--- src/rtl/pts_pkg.sv ---
// Shared constants and types for the PWM timing solver.
// No dependencies; pts_fit, pts_skid, the top level and the checker refer to it by scoped names.
`default_nettype none

package pts_pkg;

	// PWM timer clock base in Hz.
	localparam logic [22:0] CLK_HZ = 23'd8000000;

	// Duty scale in milli-percent and the rounding offset for it.
	localparam logic [16:0] MPCT_FULL = 17'd100000;
	localparam logic [15:0] MPCT_HALF = 16'd50000;

	// Largest 10-bit compare code.
	localparam logic [9:0] CODE_MAX = 10'd1023;

	// Scale factors for milli units and for percent.
	localparam logic [9:0] MILLI = 10'd1000;
	localparam logic [6:0] PCT = 7'd100;

	// Prescaler selection and the period division set up for it.
	typedef struct packed {
		logic        found;
		logic [2:0]  k;
		logic [31:0] num;
		logic [30:0] den;
		logic [16:0] duty_a;
		logic [16:0] duty_b;
	} fit_t;

	// One finished result transaction.
	typedef struct packed {
		logic        in_range;
		logic [8:0]  period_count;
		logic [2:0]  prescale_log2;
		logic [9:0]  duty_a_code;
		logic [9:0]  duty_b_code;
		logic [31:0] actual_freq_mhz;
		logic [16:0] actual_duty_a_mpct;
		logic [16:0] actual_duty_b_mpct;
	} result_t;

endpackage

`default_nettype wire

--- src/rtl/pts_skid.sv ---
// Output register with a spare entry, so the pipeline keeps moving while a result waits.
// Depends on pts_pkg for the result_t type.
`default_nettype none

module pts_skid (
	input  wire logic             clk,
	input  wire logic             arst_n,
	input  wire logic             pipe_valid,
	input  wire pts_pkg::result_t pipe_data,
	output logic                  adv,
	output logic                  out_valid,
	input  wire logic             out_ready,
	output pts_pkg::result_t      out_data
);

	logic             ov_q;
	logic             sv_q;
	pts_pkg::result_t od_q;
	pts_pkg::result_t sd_q;
	logic             take;
	logic             inc;

	// The pipeline advances whenever the spare entry is free.
	assign adv  = !sv_q;
	assign take = ov_q && out_ready;
	assign inc  = adv && pipe_valid;

	always_ff @(posedge clk or negedge arst_n) begin
		if (!arst_n) begin
			ov_q <= 1'b0;
			sv_q <= 1'b0;
		end else if (sv_q) begin
			if (take) begin
				sv_q <= 1'b0;
			end
		end else if (!ov_q || take) begin
			ov_q <= inc;
		end else if (inc) begin
			sv_q <= 1'b1;
		end
	end

	always_ff @(posedge clk) begin
		if (sv_q) begin
			if (take) begin
				od_q <= sd_q;
			end
		end else if (!ov_q || take) begin
			if (inc) begin
				od_q <= pipe_data;
			end
		end else if (inc) begin
			sd_q <= pipe_data;
		end
	end

	assign out_valid = ov_q;
	assign out_data  = od_q;

endmodule

`default_nettype wire

--- config.mk ---
export PLATFORM = sky130hd
export DESIGN_NAME = pts_skid
export DESIGN_NICKNAME = d
export VERILOG_FILES = /design/src/rtl/pts_pkg.sv /design/src/rtl/pts_skid.sv
export SDC_FILE = /design/constraint.sdc
export NUM_CORES = 1
export LEC_CHECK = 0
export ABC_AREA = 1
export BUFFER_PORTS_ARGS = -buffer_cell sky130_fd_sc_hd__buf_4
export CORE_ASPECT_RATIO = 0.75
export CORE_UTILIZATION = 36
export DETAILED_ROUTE_END_ITERATION = 10
export HOLD_SLACK_MARGIN = 0.02
export MAX_ROUTING_LAYER = met4
export SETUP_SLACK_MARGIN = 0.1
export SYNTH_ARGS = -nofsm -noshare
export SYNTH_HDL_FRONTEND = slang
export SYNTH_SLANG_ARGS = --single-unit
--- constraint.sdc ---
create_clock -name clk -period 7.8 [get_ports clk]
set_input_delay 0.78 -clock clk [delete_from_list [all_inputs] [get_ports clk]]
set_output_delay 0.78 -clock clk [all_outputs]
set_load 0.05 [all_outputs]
==> impl_metrics.tcl <==
set metrics [dict create \
    regToRegStartpoint "sv_q" \
    failed_checks "DRC" \
    dr.first_iter.drc_count 344 \
    die_y_um 125.4 \
    grt_max_degree 104 \
    antenna_cells 0 \
    final_layout_size_suffix_gt1_share_pct 32.22 \
    routed_wl_um 14340 \
    hold_path_class "primary input to async pin" \
    outcome "complete, but fails checks" \
    grt_pass1_vias 4212 \
    ant_nets 0 \
    initial_core_util_pct 37.29 \
    fin_crit_sh_pct 43.13 \
    dp_slack_ns 4.394 \
    peakVddDrop_uv 197.7 \
    fin_skew_ns 0.009097 \
    startpoint_type "flip-flop" \
    coreArea_um2 19600 \
    fmax_mhz 297.3 \
    routedWlPerCell_um 14.28 \
    synth-seq-cells 200 \
    gp_congestion 0.8156 \
    clockBufferDepth 2 \
    vias 4351 \
    dr.pass1.iters 7 \
    total_power_mw 4.049 \
    htreeDepth 4 \
    rows 44 \
    port-buffer-count 203 \
    dpl.hpwl_um 9368 \
    viasPerCell 4.334 \
    grt-ovfl-total 0 \
    r2r_slack_ns 4.44 \
    cts_buffers 17 \
    syn_area_per_cell_um2 13.66 \
    syn2layout_area_growth_pct 32.00 \
    cap_violations 0 \
    synth.net_count 638 \
    relSlewSlack_pct 30.95 \
    path_max_fanout 103 \
    period_needed_ns 3.364 \
    syn_inst 535 \
    clock_latency_ns 0.43 \
    drc 17 \
    r2r_cells 3 \
    syn_area_um2 7308 \
    antenna_found_initial 0 \
    postLayoutCoreUtil_pct 49.22 \
    layout_setup_ws_ns 4.436 \
    required_ns 7.85 \
    final_nets 841 \
    startpoint "sv_q" \
    synthDistinctLibCells 12 \
    post_cts_buffers 0 \
    cts_resized 0 \
    grt.total_usage_pct 14.62 \
    die_x_um 166.5 \
    hold_buffers 0 \
    p_per_area_nw_per_um2 419.7 \
    setup_tns_ns 0 \
    final-max-slew-violation-count 0 \
    die-area_um2 20880 \
    worstMarginPinSlew_ns 1.036 \
    grt_pass1_wl_um 22310 \
    cts.sinks 200 \
    synth.top_cell.area_share_pct 81.36 \
    grt_setup_unrepaired "no" \
    cts_root_buffer "clkbuf_16" \
    path_class "flip-flop to flip-flop" \
    yosys_warnings 0 \
    arrival_ns 3.41 \
    cp-end-kind "flip-flop" \
    seq_area_frac_synth_pct 82.04 \
    p_leak_nw 4.068 \
    cts_tree "built" \
    synth_top_cells_by_area "edfxtp_1 81%, nand2_1 16%, buf_2 0.82%" \
    r2r-end "out_data[63]" \
    ioPinCount 204 \
    clk_pin_slew_ns 0.07 \
    hold_viol 0 \
    crit_end "out_data[63]" \
    yosysTopAreaCell "edfxtp_1" \
    finalSetupViolCount 0 \
]
==> kinds of logic (layout without fill, tap and decap cells) <==
logic type      after synthesis  in the layout  synth area share [%]
buf+inv                      27            243                 2.106
simple gates                307            307                 15.78
flops                       200            200                 82.04
compound gates                1              1               0.06842
==> area by class of cell <==
| cell class | count | area, um2 |
|---|---|---|
| Clock buffer | 17 | 425.4 |
| Timing Repair Buffer | 206 | 1546 |
| Tap cell | 253 | 316.6 |
| Sequential cell | 200 | 6000 |
| Multi-Input combinational cell | 308 | 1170 |
| Inverter | 5 | 22.52 |
| Clock inverter | 15 | 166.4 |
| Fill cell | 1718 | 9952 |
==> registers in the layout, indices dropped and copies added, names as in the netlist <==
name,cells
out_data,99
sd_q,99
out_valid,1
sv_q,1
==> synth_stat cells (all sizes together) <==
| cell | n |
|---|---|
| a21oi | 1 |
| nor2 | 2 |
| clkbuf | 1 |
| buf | 21 |
| nand3 | 1 |
| edfxtp | 198 |
| inv | 5 |
| nand2 | 304 |
| dfrtp | 2 |
==> layout by cell type, fill, tap and decap left out, drive strengths merged <==
| cell | count |
|---|---|
| a21oi | 1 |
| nand3 | 1 |
| inv | 9 |
| nand2 | 304 |
| clkbuf | 17 |
| nor2 | 2 |
| clkinv | 5 |
| buf | 206 |
| edfxtp | 198 |
| bufinv | 2 |
| dfrtp | 2 |
| clkinvlp | 4 |
==> worst max-delay path, cell delays in order (launching register included) <==
cell and delay, ns:
dfrtp_4 1.10, nand2_1 0.26, a21oi_4 0.67, buf_4 0.86
==> report_power, final <==
| part | switching (mW) | internal [mW] |
|---|---|---|
| clock | 0.390 | 0.479 |
| combinational | 1.08 | 0.375 |
| sequential | 0.153 | 1.57 |
| total | 1.62 | 2.43 |
==> metal layers <==
metal	wire (um)	track usage, %	vias to the layer above
met3	1147	5.540	8
met4	87	5.229	0
met1	6668	19.10	1985
li1	-	-	2205
met2	6436	20.74	153
met5	0	-	-
==> worst min-delay path by stage <==
stage,startpoint,end,slack [ns],cells past startpoint
finish,arst_n,sv_q,0.12,1
global route,arst_n,sv_q,0.09,1
CTS,arst_n,sv_q,0.09,1
detailed placement,sd_q[61],out_data[61],0.50,2
global placement,sd_q[21],out_data[21],0.50,2
floorplan,arst_n,out_valid,0.48,0
==> per-stage QoR <==
step                hold WS [ns]  std cells  area, um2
finish                    0.1163       1004       9647
CTS                      0.09365       1004       9647
detailed placement        0.5013        972       9055
global placement          0.5016        972       9055
global route             0.09407       1004       9647
floorplan                 0.4844        535       7308
Note: power is estimated with default switching activity, not from simulation.
