File: src/rtl/pts_div.sv
// Pipelined restoring divider with a sideband that travels with each transaction.
// Standalone; used several times by the top level.
`default_nettype none

module pts_div #(
	parameter int NUM_W  = 32,
	parameter int DEN_W  = 16,
	parameter int Q_W    = 16,
	parameter int STAGES = 4,
	parameter int SIDE_W = 1
) (
	input  wire logic              clk,
	input  wire logic              arst_n,
	input  wire logic              adv,
	input  wire logic              in_valid,
	input  wire logic [NUM_W-1:0]  num,
	input  wire logic [DEN_W-1:0]  den,
	input  wire logic [SIDE_W-1:0] side_in,
	output logic                   out_valid,
	output logic [Q_W-1:0]         quo,
	output logic [DEN_W-1:0]       rem,
	output logic [SIDE_W-1:0]      side_out
);

	// Quotient bits resolved per stage, and the padded quotient width.
	localparam int SPS = (Q_W + STAGES - 1) / STAGES;
	localparam int QP  = SPS * STAGES;
	localparam int EXW = NUM_W + QP;

	// The quotient must fit in QP bits, so the bits above QP start the remainder.
	logic [EXW-1:0] num_x;
	assign num_x = EXW'(num);

	logic              valid_s [STAGES];
	logic [DEN_W-1:0]  rem_s   [STAGES];
	logic [QP-1:0]     nq_s    [STAGES];
	logic [DEN_W-1:0]  den_s   [STAGES];
	logic [SIDE_W-1:0] side_s  [STAGES];

	for (genvar g = 0; g < STAGES; g++) begin : g_stage
		logic              v_i;
		logic [DEN_W-1:0]  r_i;
		logic [QP-1:0]     nq_i;
		logic [DEN_W-1:0]  d_i;
		logic [SIDE_W-1:0] sd_i;
		logic [DEN_W-1:0]  r_o;
		logic [QP-1:0]     nq_o;

		if (g == 0) begin : g_first
			assign v_i  = in_valid;
			assign r_i  = DEN_W'(num_x >> QP);
			assign nq_i = num_x[QP-1:0];
			assign d_i  = den;
			assign sd_i = side_in;
		end else begin : g_next
			assign v_i  = valid_s[g-1];
			assign r_i  = rem_s[g-1];
			assign nq_i = nq_s[g-1];
			assign d_i  = den_s[g-1];
			assign sd_i = side_s[g-1];
		end

		// For each quotient bit of the stage, shift one numerator bit into the remainder and subtract where it fits.
		always_comb begin
			logic [DEN_W:0] t;
			r_o = r_i;
			nq_o = nq_i;
			for (int j = 0; j < SPS; j++) begin
				t = {r_o, nq_o[QP-1]};
				nq_o = {nq_o[QP-2:0], 1'b0};
				if (t >= {1'b0, d_i}) begin
					r_o = DEN_W'(t - {1'b0, d_i});
					nq_o[0] = 1'b1;
				end else begin
					r_o = t[DEN_W-1:0];
				end
			end
		end

		always_ff @(posedge clk or negedge arst_n) begin
			if (!arst_n) begin
				valid_s[g] <= 1'b0;
			end else if (adv) begin
				valid_s[g] <= v_i;
			end
		end

		always_ff @(posedge clk) begin
			if (adv) begin
				rem_s[g]  <= r_o;
				nq_s[g]   <= nq_o;
				den_s[g]  <= d_i;
				side_s[g] <= sd_i;
			end
		end
	end

	assign out_valid = valid_s[STAGES-1];
	assign quo       = nq_s[STAGES-1][Q_W-1:0];
	assign rem       = rem_s[STAGES-1];
	assign side_out  = side_s[STAGES-1];

endmodule

`default_nettype wire

File: config.mk
export PLATFORM = sky130hd
export DESIGN_NAME = pts_div
export DESIGN_NICKNAME = d
export VERILOG_FILES = /design/src/rtl/pts_div.sv
export SDC_FILE = /design/constraint.sdc
export NUM_CORES = 1
export LEC_CHECK = 0
export BUFFER_PORTS_ARGS = -buffer_cell sky130_fd_sc_hd__buf_2
export CAP_MARGIN = 20
export CELL_PAD_IN_SITES_DETAIL_PLACEMENT = 0
export CELL_PAD_IN_SITES_GLOBAL_PLACEMENT = 2
export CORE_MARGIN = 2
export CORE_UTILIZATION = 32
export DETAILED_ROUTE_END_ITERATION = 12
export PLACE_DENSITY = 0.76
export SLEW_MARGIN = 30
export SYNTH_ARGS = -nofsm -noshare
export SYNTH_HDL_FRONTEND = slang
export SYNTH_SLANG_ARGS = --single-unit
File: constraint.sdc
create_clock -name clk -period 13.2 [get_ports clk]
set_input_delay 2.64 -clock clk [delete_from_list [all_inputs] [get_ports clk]]
set_output_delay 2.64 -clock clk [all_outputs]
set_load 0.005 [all_outputs]
==> out/metrics.csv <==
stage,metric,value,unit
run_status,status,"finished, final reports clean",
clock_tree,cts.sinks,184,
global_route,grt-ovfl-total,0,
yosys,synth_edf_count,180,
die,num_io_pins,87,
die,start_util,32.4,%
global_route,first_global_vias,16638,
die,core-area,61900,sq um
yosys,ys_async_sr_fraction,2.17,%
route,drtAntennaViolNets,0,
sta,fin_worst_skew,0.0185,ns
yosys,ys_seq_area_share,27.4,%
job,cap_violations,0,
global_route,grt_max_degree,114,
clock_tree,postCtsSetupRepairBufs,0,
clock_tree,clock_latency,0.49,ns
critical_path,required,13.43,ns
clock_tree,ctsResizeCount,0,
min_path,hold_path_class,register to register,
route,vias_per_cell,5.34,
final_layout,layout.area.seq,5510,sq um
route,drc,0,
critical_path,critPathMaxFanout,17,
final_layout,diodes,0,
die,row_count,91,
critical_path,critPathSlowestCell,or4_1,
clock_tree,holdBufCountCts,0,
die,die_w,255,um
clock_tree,cts_buffers,17,
route,wire_per_inst,19.2,um
critical_path,cp-end-kind,register,
yosys,ys.flop_type,edfxtp_1,
critical_path,arrival,12.75,ns
critical_path,start_kind,input port,
global_route,antenna_found_initial,2,
placement,port-buffer-count,86,
clock_tree,cts_tree,yes,
global_route,grt.total_usage,18.8,%
yosys,synth_seq_cells,184,
clock_tree,htreeDepth,4,
placement,dp_hpwl,48700,um
global_route,grt_pass1_wl,93700,um
final_layout,num-nets-final,2614,
route,drt-initial-drc-count,1060,
sta,tightest_slew,0.893,ns
clock_tree,cts.path.max_buffers,2,
sta,drv_slew,0,
sta,period_needed,12.51,ns
yosys,synth.distinct_cells,87,
final_layout,drive_above_1_share,14.4,%
clock_tree,clock-root-buffer,clkbuf_16,
yosys,synth_fp_nets,2509,
route,wl,60200,um
yosys,netlist_area,20100,sq um
final_layout,syn2layout_area_growth,11.5,%
sta,rsz0062_at_grt,false,
route,dr_total_vias,16762,
sta,fmax,79.9,MHz
yosys,avgSynthCellArea,9.20,sq um
die,die_h,255,um
route,firstDrtPassIters,5,
sta,hold_viol,0,
clock_tree,clk_pin_slew,0.09,ns
yosys,yosys_warnings,0,
sta,timing.setup.tns,0,ns
sta,min_period_over_period,94.8,%
placement,gp_congestion,0.880,
critical_path,critPathMaxStageDelay,0.52,ns
final_layout,multiInputGateArea,13800,sq um
die,fp.dieArea,64800,sq um
sta,finalSetupViolCount,0,
critical_path,crit_family,compound AO/OA/AOI/OAI gates,
sta,relSlewSlack,40.5,%
critical_path,worst-path-buf-inv,6,
yosys,synthCells,2184,
final_layout,fillers,6349,
critical_path,crit_type,input port to register,
## path summary, 6_finish.rpt
path,from,depth (start not counted),slack [ns],to
min in group asynchronous,arst_n,1,1.95,g_stage[2].v_i
worst min register to register,nq_s[1][0],0,0.41,nq_s[2][4]
max in group asynchronous,arst_n,1,11.14,g_stage[3].v_i
worst max register to register,den_s[0][6],44,0.98,rem_s[1][0]
worst max-delay path,den[1],43,0.69,rem_s[0][2]
worst min-delay path,nq_s[1][0],0,0.41,nq_s[2][4]
## cell usage after synthesis, drive strengths merged (23+ instances only)
cell type  instances  area (sq um)
nand4             43           269
o211ai            23           193
xnor2            136          1190
nor2             159           599
xor2              63           552
mux2             132          1490
o21ai            124           632
inv              162           608
nand2            134           503
nor3              44           220
nor2b             32           200
a21oi            194           982
a21o              73           548
nand3             54           270
ha               256          3200
edfxtp           180          5410
o21a              33           248
o21bai            24           180
## layout by cell type (no fill, tap or decap), drive strengths merged, types with 11 or more instances in the layout
cell type and instances:
clkbuf 18, ha 256, o31ai 11, xor2 63, a211oi 15, or2 13, buf 120, a31oi 22
edfxtp 180, o221ai 16, mux2 132, nand2 134, a21oi 194, o211ai 23, nand3 54, nand2b 22
o21bai 24, o21ai 124, a21o 73, o21a 33, xnor2 136, nor2b 32, or3 16, mux2i 21
inv 168, nor3 44, nand4 43, fa 16, nor2 159
## final cells by class
cell class | count | area share (%)
clock buffer | 17 | 1.90
multi-input combinational | 1803 | 61.7
timing repair buffer | 121 | 3.39
sequential | 184 | 24.6
inverter | 162 | 2.73
clock inverter | 15 | 1.00
tap | 837 | 4.68
## routing by layer
layer	vias up	wire length (um)	global-route usage (%)
li1	8367	-	-
met1	8036	28400	25.0
met2	312	28800	32.2
met3	47	1970	2.43
met4	0	974	4.66
met5	-	0	0
## stage by stage
stage | std cells | hold WS, ns | worst slack [ns] | util [%] | area [sq um]
floorplan | 2184 | 0.400 | 0.491 | - | 20100
global placement | 3105 | 0.401 | 0.225 | 35.0 | 21700
detailed placement | 3105 | 0.405 | 0.00636 | 35.0 | 21700
CTS | 3137 | 0.424 | 0.480 | 36.0 | 22300
global route | 3139 | 0.435 | 0.00784 | 36.2 | 22400
finish | 3139 | 0.415 | 0.689 | 36.2 | 22400
## cell families (layout without fill, tap and decap cells)
| family | after synthesis | after routing | synth area share (%) |
|---|---|---|---|
| multiplexers | 153 | 153 | 8.45 |
| XOR/XNOR | 199 | 199 | 8.68 |
| AND/OR/NAND/NOR | 566 | 566 | 13.6 |
| adder cells (fa/ha/maj) | 272 | 272 | 17.5 |
| buffers and inverters | 197 | 315 | 3.91 |
| flip-flops | 184 | 184 | 27.4 |
| AO/OA/AOI/OAI | 613 | 613 | 20.4 |
## sequential cells by signal, indices dropped and copies added (netlist names)
| register | flops |
|---|---|
| nq_s | 64 |
| rem_s | 64 |
| den_s | 48 |
| g_stage.v_i | 3 |
| side_s | 4 |
| out_valid | 1 |
Power is left out: the tool's default activity adds up to more than one toggle a clock period on the data nets, which glitch-free logic cannot reach.
