==> src/rtl/pts_pkg.sv <==
// Shared constants and types for the PWM timing solver.
// No dependencies; pts_fit, pts_skid, the top level and the checker refer to it by scoped names.
`default_nettype none

package pts_pkg;

	// PWM timer clock base in Hz.
	localparam logic [22:0] CLK_HZ = 23'd8000000;

	// Duty scale in milli-percent and the rounding offset for it.
	localparam logic [16:0] MPCT_FULL = 17'd100000;
	localparam logic [15:0] MPCT_HALF = 16'd50000;

	// Largest 10-bit compare code.
	localparam logic [9:0] CODE_MAX = 10'd1023;

	// Scale factors for milli units and for percent.
	localparam logic [9:0] MILLI = 10'd1000;
	localparam logic [6:0] PCT = 7'd100;

	// Prescaler selection and the period division set up for it.
	typedef struct packed {
		logic        found;
		logic [2:0]  k;
		logic [31:0] num;
		logic [30:0] den;
		logic [16:0] duty_a;
		logic [16:0] duty_b;
	} fit_t;

	// One finished result transaction.
	typedef struct packed {
		logic        in_range;
		logic [8:0]  period_count;
		logic [2:0]  prescale_log2;
		logic [9:0]  duty_a_code;
		logic [9:0]  duty_b_code;
		logic [31:0] actual_freq_mhz;
		logic [16:0] actual_duty_a_mpct;
		logic [16:0] actual_duty_b_mpct;
	} result_t;

endpackage

`default_nettype wire

==> src/rtl/pts_fit.sv <==
// Prescaler search stage: tries all eight prescalers at once and picks the first fit.
// Depends on pts_pkg for the clock constant and the fit_t type.
`default_nettype none

module pts_fit (
	input  wire logic             clk,
	input  wire logic             arst_n,
	input  wire logic             adv,
	input  wire logic             in_valid,
	input  wire logic [23:0]      freq_hz,
	input  wire logic [16:0]      duty_a_mpct,
	input  wire logic [16:0]      duty_b_mpct,
	output logic                  out_valid,
	output pts_pkg::fit_t         fit
);

	pts_pkg::fit_t fit_c;
	logic          valid_s2;
	pts_pkg::fit_t fit_s2;

	// A prescaler fits when the rounded count lies in 2..256. Both bounds are
	// checked as compares against multiples of the scaled frequency.
	always_comb begin
		logic [40:0] dn;
		logic [40:0] lhs;
		logic [7:0]  ok;
		logic [30:0] den_sel;
		ok = '0;
		for (int i = 0; i < 8; i++) begin
			dn = 41'(freq_hz) << i;
			lhs = 41'(pts_pkg::CLK_HZ) + (dn >> 1);
			ok[i] = (lhs >= (dn << 1)) && (lhs < ((dn << 8) + dn));
		end
		fit_c.found = |ok;
		fit_c.k = '0;
		for (int i = 7; i >= 0; i--) begin
			if (ok[i]) begin
				fit_c.k = 3'(i);
			end
		end
		den_sel = 31'(41'(freq_hz) << fit_c.k);
		if (fit_c.found) begin
			fit_c.den = den_sel;
			fit_c.num = 32'(pts_pkg::CLK_HZ) + 32'(den_sel >> 1);
		end else begin
			fit_c.den = 31'd1;
			fit_c.num = '0;
		end
		fit_c.duty_a = (duty_a_mpct > pts_pkg::MPCT_FULL) ? pts_pkg::MPCT_FULL : duty_a_mpct;
		fit_c.duty_b = (duty_b_mpct > pts_pkg::MPCT_FULL) ? pts_pkg::MPCT_FULL : duty_b_mpct;
	end

	// Stage register.
	always_ff @(posedge clk or negedge arst_n) begin
		if (!arst_n) begin
			valid_s2 <= 1'b0;
		end else if (adv) begin
			valid_s2 <= in_valid;
		end
	end

	always_ff @(posedge clk) begin
		if (adv) begin
			fit_s2 <= fit_c;
		end
	end

	assign out_valid = valid_s2;
	assign fit = fit_s2;

endmodule

`default_nettype wire

==> config.mk <==
export PLATFORM = sky130hd
export DESIGN_NAME = pts_fit
export DESIGN_NICKNAME = d
export VERILOG_FILES = /design/src/rtl/pts_pkg.sv /design/src/rtl/pts_fit.sv
export SDC_FILE = /design/constraint.sdc
export NUM_CORES = 1
export LEC_CHECK = 0
export BUFFER_PORTS_ARGS = -buffer_cell sky130_fd_sc_hd__buf_2
export CORE_ASPECT_RATIO = 1.75
export CORE_MARGIN = 2
export CORE_UTILIZATION = 30
export DETAILED_ROUTE_END_ITERATION = 8
export GPL_ROUTABILITY_DRIVEN = 1
export GPL_TIMING_DRIVEN = 0
export PLACE_DENSITY_LB_ADDON = 0.2
export SLEW_MARGIN = 10
export SYNTH_ARGS = -nofsm -noshare
export SYNTH_HDL_FRONTEND = slang
export SYNTH_SLANG_ARGS = --single-unit
export TNS_END_PERCENT = 5
==> constraint.sdc <==
create_clock -name clk -period 0.8 [get_ports clk]
set_input_delay 0.04 -clock clk [delete_from_list [all_inputs] [get_ports clk]]
set_output_delay 0.04 -clock clk [all_outputs]
set_load 0.05 [all_outputs]
==> impl_summary.md <==
Critical path
The endpoint identified for the worst register-to-register timing path is out_valid. In this design, the largest share of critical-path delay is due to compound AO/OA/AOI/OAI gates. The worst setup path is launched from a primary input.

The worst-path cell with the longest stage delay is a2111o_1. The largest incremental delay on the critical path is ~0.48 ns. The maximum fanout count along the critical path is 6. The beginning of the worst register-to-register path is out_valid. The number of buffers and inverters on the critical path is 6. The setup check on the worst reg-to-reg path leaves a slack of 0.03 ns. STA puts the critical path data required time at between 1 and 1.5 ns. Counting cells, the worst reg-to-reg path comes to 1.

At the worst endpoint, the arrival time is 6.59 ns. The critical path start-end classification is primary input to flip-flop. The endpoint type of the worst setup path is a flip-flop.

Global routing
The first global-routing pass estimated 106 mm of wire. Entering global routing, the biggest net connects 66 pins. The initial antenna violation count is 7. The number of global-route vias before repair is 16800. Global routing consumed, over all layers together, between 20% and 30% of the routing resources. The remaining global-route overflow is 0.

STA
The number of max-slew violations in the final report is 0. The slew of the pin with the lowest slew margin is 1.22 ns. Static timing analysis puts the maximum clock frequency at 0.157 GHz. The number of hold violations in the final report came to 8.

Across all setup checks in the final design, the least slack found is -5.57 ns. The worst-case hold slack is -0.0352 ns. Setup repair after global routing could not meet its margin everywhere.

In this run the tightest slew margin relative to its limit is 17.3%. Dividing the final minimum period by the clock period gives 796%. The shortest period the worst path allows is 6.37 ns. The aggregate negative setup slack is -289.97 ns. The clock arrives with 0 ns of skew. The number of failing setup endpoints in the final timing report is between 150 and 200.

Floorplan
The die is just over 300 um tall. The total I/O pin count is 164. Once the floorplan was initialized, standard cells occupied 30.3% of the core.

The core area is approximately 52000 sq um. The standard-cell row count is between 100 and 150. The die is 177 um wide.

The die covers 54400 sq um.

Job
The number of max-cap violations is 0.

Placed design
During placement, the flow inserted port buffers numbering 162. At the end of routability-driven placement, the weighted congestion stood at 0.969. The detailed-placement wirelength estimate is 58.3 mm.

Pwr
The worst-case IR drop observed on VDD is 1120 uV. The power density over cell area is 1970 nW/um^2. The analysis attributes to cell leakage a power of 0.00899 uW.

Clock network
The H-tree depth is 3. TritonCTS built the clock tree. In this run the deepest clock path goes through 2 buffers. The number of clock sinks seen by CTS is 92. The clock reaches the later pin of the worst-skew pair after 0.35 ns.

Clock-pin slew was measured on the worst setup and hold paths at 0.08 ns. The tree is rooted in a clkbuf_16. The number of hold-repair buffers added at the cts stage is 18. The number of buffers added by the clock tree synthesis step is 9.

Route
For this block, the routed nets add up to 72.9 mm of wire. The first routing iteration left between 900 and 1000 violations. The detailed-router iteration count before antenna repair is 5. The number of nets with antenna violations after routing is 0. For this block, the via count after detailed routing is 16300. In the routed design, unresolved DRC markers number 0.

In the final routed layout, each cell accounts on average for approximately 26 um. Dividing the detail-routed via count by the number of cells gives 5.80.

Min path
The startpoint identified for the worst hold timing path is duty_a_mpct[10]. The path with the worst hold slack has its endpoint at fit[27]. In this run the worst hold path is classified as primary input to flip-flop. The number of instances on the worst hold path is 2.

Yosys
The commonest register cell after synthesis is edfxtp_1. Counting flops with a built-in enable in the synthesized netlist gives 91. The portion of the post-synthesis area used by sequential elements is between 10% and 20%. The synthesized area per cell is 8.63 sq um. Sorting the synthesized cells by area gives the leading types as ha_1 (26%), edfxtp_1 (17%), xnor2_1 (6.9%), a21oi_1 (4.7%), o21ai_0 (2.9%).

The number of library cell types mapped by synthesis is 107. The gate count of the mapped netlist is 1826. The Yosys step of the flow raised 0 warnings.

Summing every instance area after synthesis gives 15800 sq um. The share of Yosys cell area claimed by the top area cell type is 25.8%. The synthesized design contains 92 register bits.

Of all cell types, the one taking the most synthesized area is ha_1. In the synthesized netlist the async set-or-reset flop fraction comes to 1.09%.

Layout
The most common cell after layout, fill and taps aside is ha_1. The share of post-route cells with drive strength above 1 is 29.3%. Compared with the post-synthesis result, the final layout area differs by 35.9%.

In the layout the commonest cells are ha_1 (315), buf_6 (125), a21oi_1 (119). The number of nets in the layout is 2509. The total of fill cells in the finished design is 5184.

The final standard cell utilization of the core is 41.1%.

Outcome
The flow ran to the end, but the final reports show violations. The final reports fail on hold timing, setup timing.
-- flip-flops by register name, indices dropped and copies added (netlist names) --
| signal | flops |
|---|---|
| fit | 91 |
| out_valid | 1 |
-- metrics by stage --
step,total power [uW],instances,setup slack [ns],hold WS [ns],instance area (sq um)
after floorplan,24000,1828,-5.14,-0.256,15900
after global placement,30600,2668,-8.57,-0.186,17600
after detailed placement,31100,2674,-8.53,-0.182,17700
after CTS,41300,2793,-5.46,-0.0471,21100
after global routing,44800,2805,-5.70,-0.0434,21400
final,42200,2805,-5.57,-0.0352,21400
-- power by group --
group | switching [uW] | internal [uW] | total, uW
registers | 504 | 6760 | 7260
clock network | 2070 | 2210 | 4280
logic | 18500 | 12200 | 30700
total | 21100 | 21100 | 42200
-- cell usage after synthesis (13+ instances only) --
library cell / instances
ha_1: 325
a21oi_1: 149
xnor2_1: 125
nand2_1: 119
nor2_1: 109
edfxtp_1: 91
o21ai_0: 90
a21o_1: 56
nand3_1: 54
inv_1: 47
nor3_1: 45
nand4_1: 35
o211ai_1: 33
nor2b_1: 32
clkbuf_1: 29
a211oi_1: 27
xor2_1: 26
o21a_1: 22
and2_1: 20
buf_2: 20
a31oi_1: 18
buf_4: 17
mux2i_1: 15
nand2b_1: 15
a211o_1: 13
buf_1: 13
nor4_1: 13
or2_2: 13
-- kinds of logic (layout without fill, tap and decap cells) --
group / after synthesis / in the layout / synth area share (%)
AOI/OAI and AO/OA: 564 / 564 / 24.8
xor gates and xnor gates: 153 / 153 / 8.64
adders and majority gates: 331 / 331 / 26.3
buffers and inverters: 146 / 444 / 4.26
DFF: 92 / 92 / 17.5
muxes: 27 / 27 / 1.91
other: 1 / 4 / 0.0238
and+or+nand+nor: 512 / 512 / 16.6
-- per-layer routing --
| metal | vias up | GRT usage [%] | part of all wire (%) |
|---|---|---|---|
| li1 | 7543 | - | - |
| met4 | 2 | 23.2 | 10 |
| met3 | 316 | 2.93 | 4.1 |
| met1 | 7749 | 25.4 | 34 |
| met2 | 662 | 48.8 | 51 |
| met5 | - | 0 | 0.018 |
-- cell type report --
type | instances | area [sq um] | area share (%)
Multi-Input combinational cell | 1590 | 13800 | 64.5
Sequential cell | 92 | 2760 | 12.9
Timing Repair Buffer | 283 | 2640 | 12.3
Tap cell | 678 | 848 | 3.96
Buffer | 82 | 734 | 3.43
Inverter | 63 | 313 | 1.46
Clock buffer | 9 | 225 | 1.05
Clock inverter | 7 | 75.1 | 0.351
Antenna cell | 1 | 2.50 | 0.0117
-- what timing repair did --
| action | 4_1_cts | 5_1_grt |
|---|---|---|
| setup endpoints to repair | 179 | 179 |
| gates resized for setup | 553 | 75 |
| pin swaps | 95 | 11 |
| hold endpoints to repair | 25 | 8 |
| cloned | 0 | 0 |
| setup buffers | 86 | 11 |
-- worst max path at each step --
| stage | slack, ns | to | cells past startpoint | start |
|---|---|---|---|---|
| 6_report | -5.57 | fit[84] | 31 | freq_hz[8] |
| 5_1_grt | -5.70 | fit[92] | 29 | freq_hz[8] |
| 4_1_cts | -5.46 | fit[92] | 29 | freq_hz[8] |
| 3_5_place_dp | -8.53 | fit[89] | 26 | freq_hz[6] |
| 3_3_place_gp | -8.57 | fit[89] | 26 | freq_hz[6] |
| 2_1_floorplan | -5.14 | fit[92] | 24 | freq_hz[0] |
(Power assumes the default switching activity.)
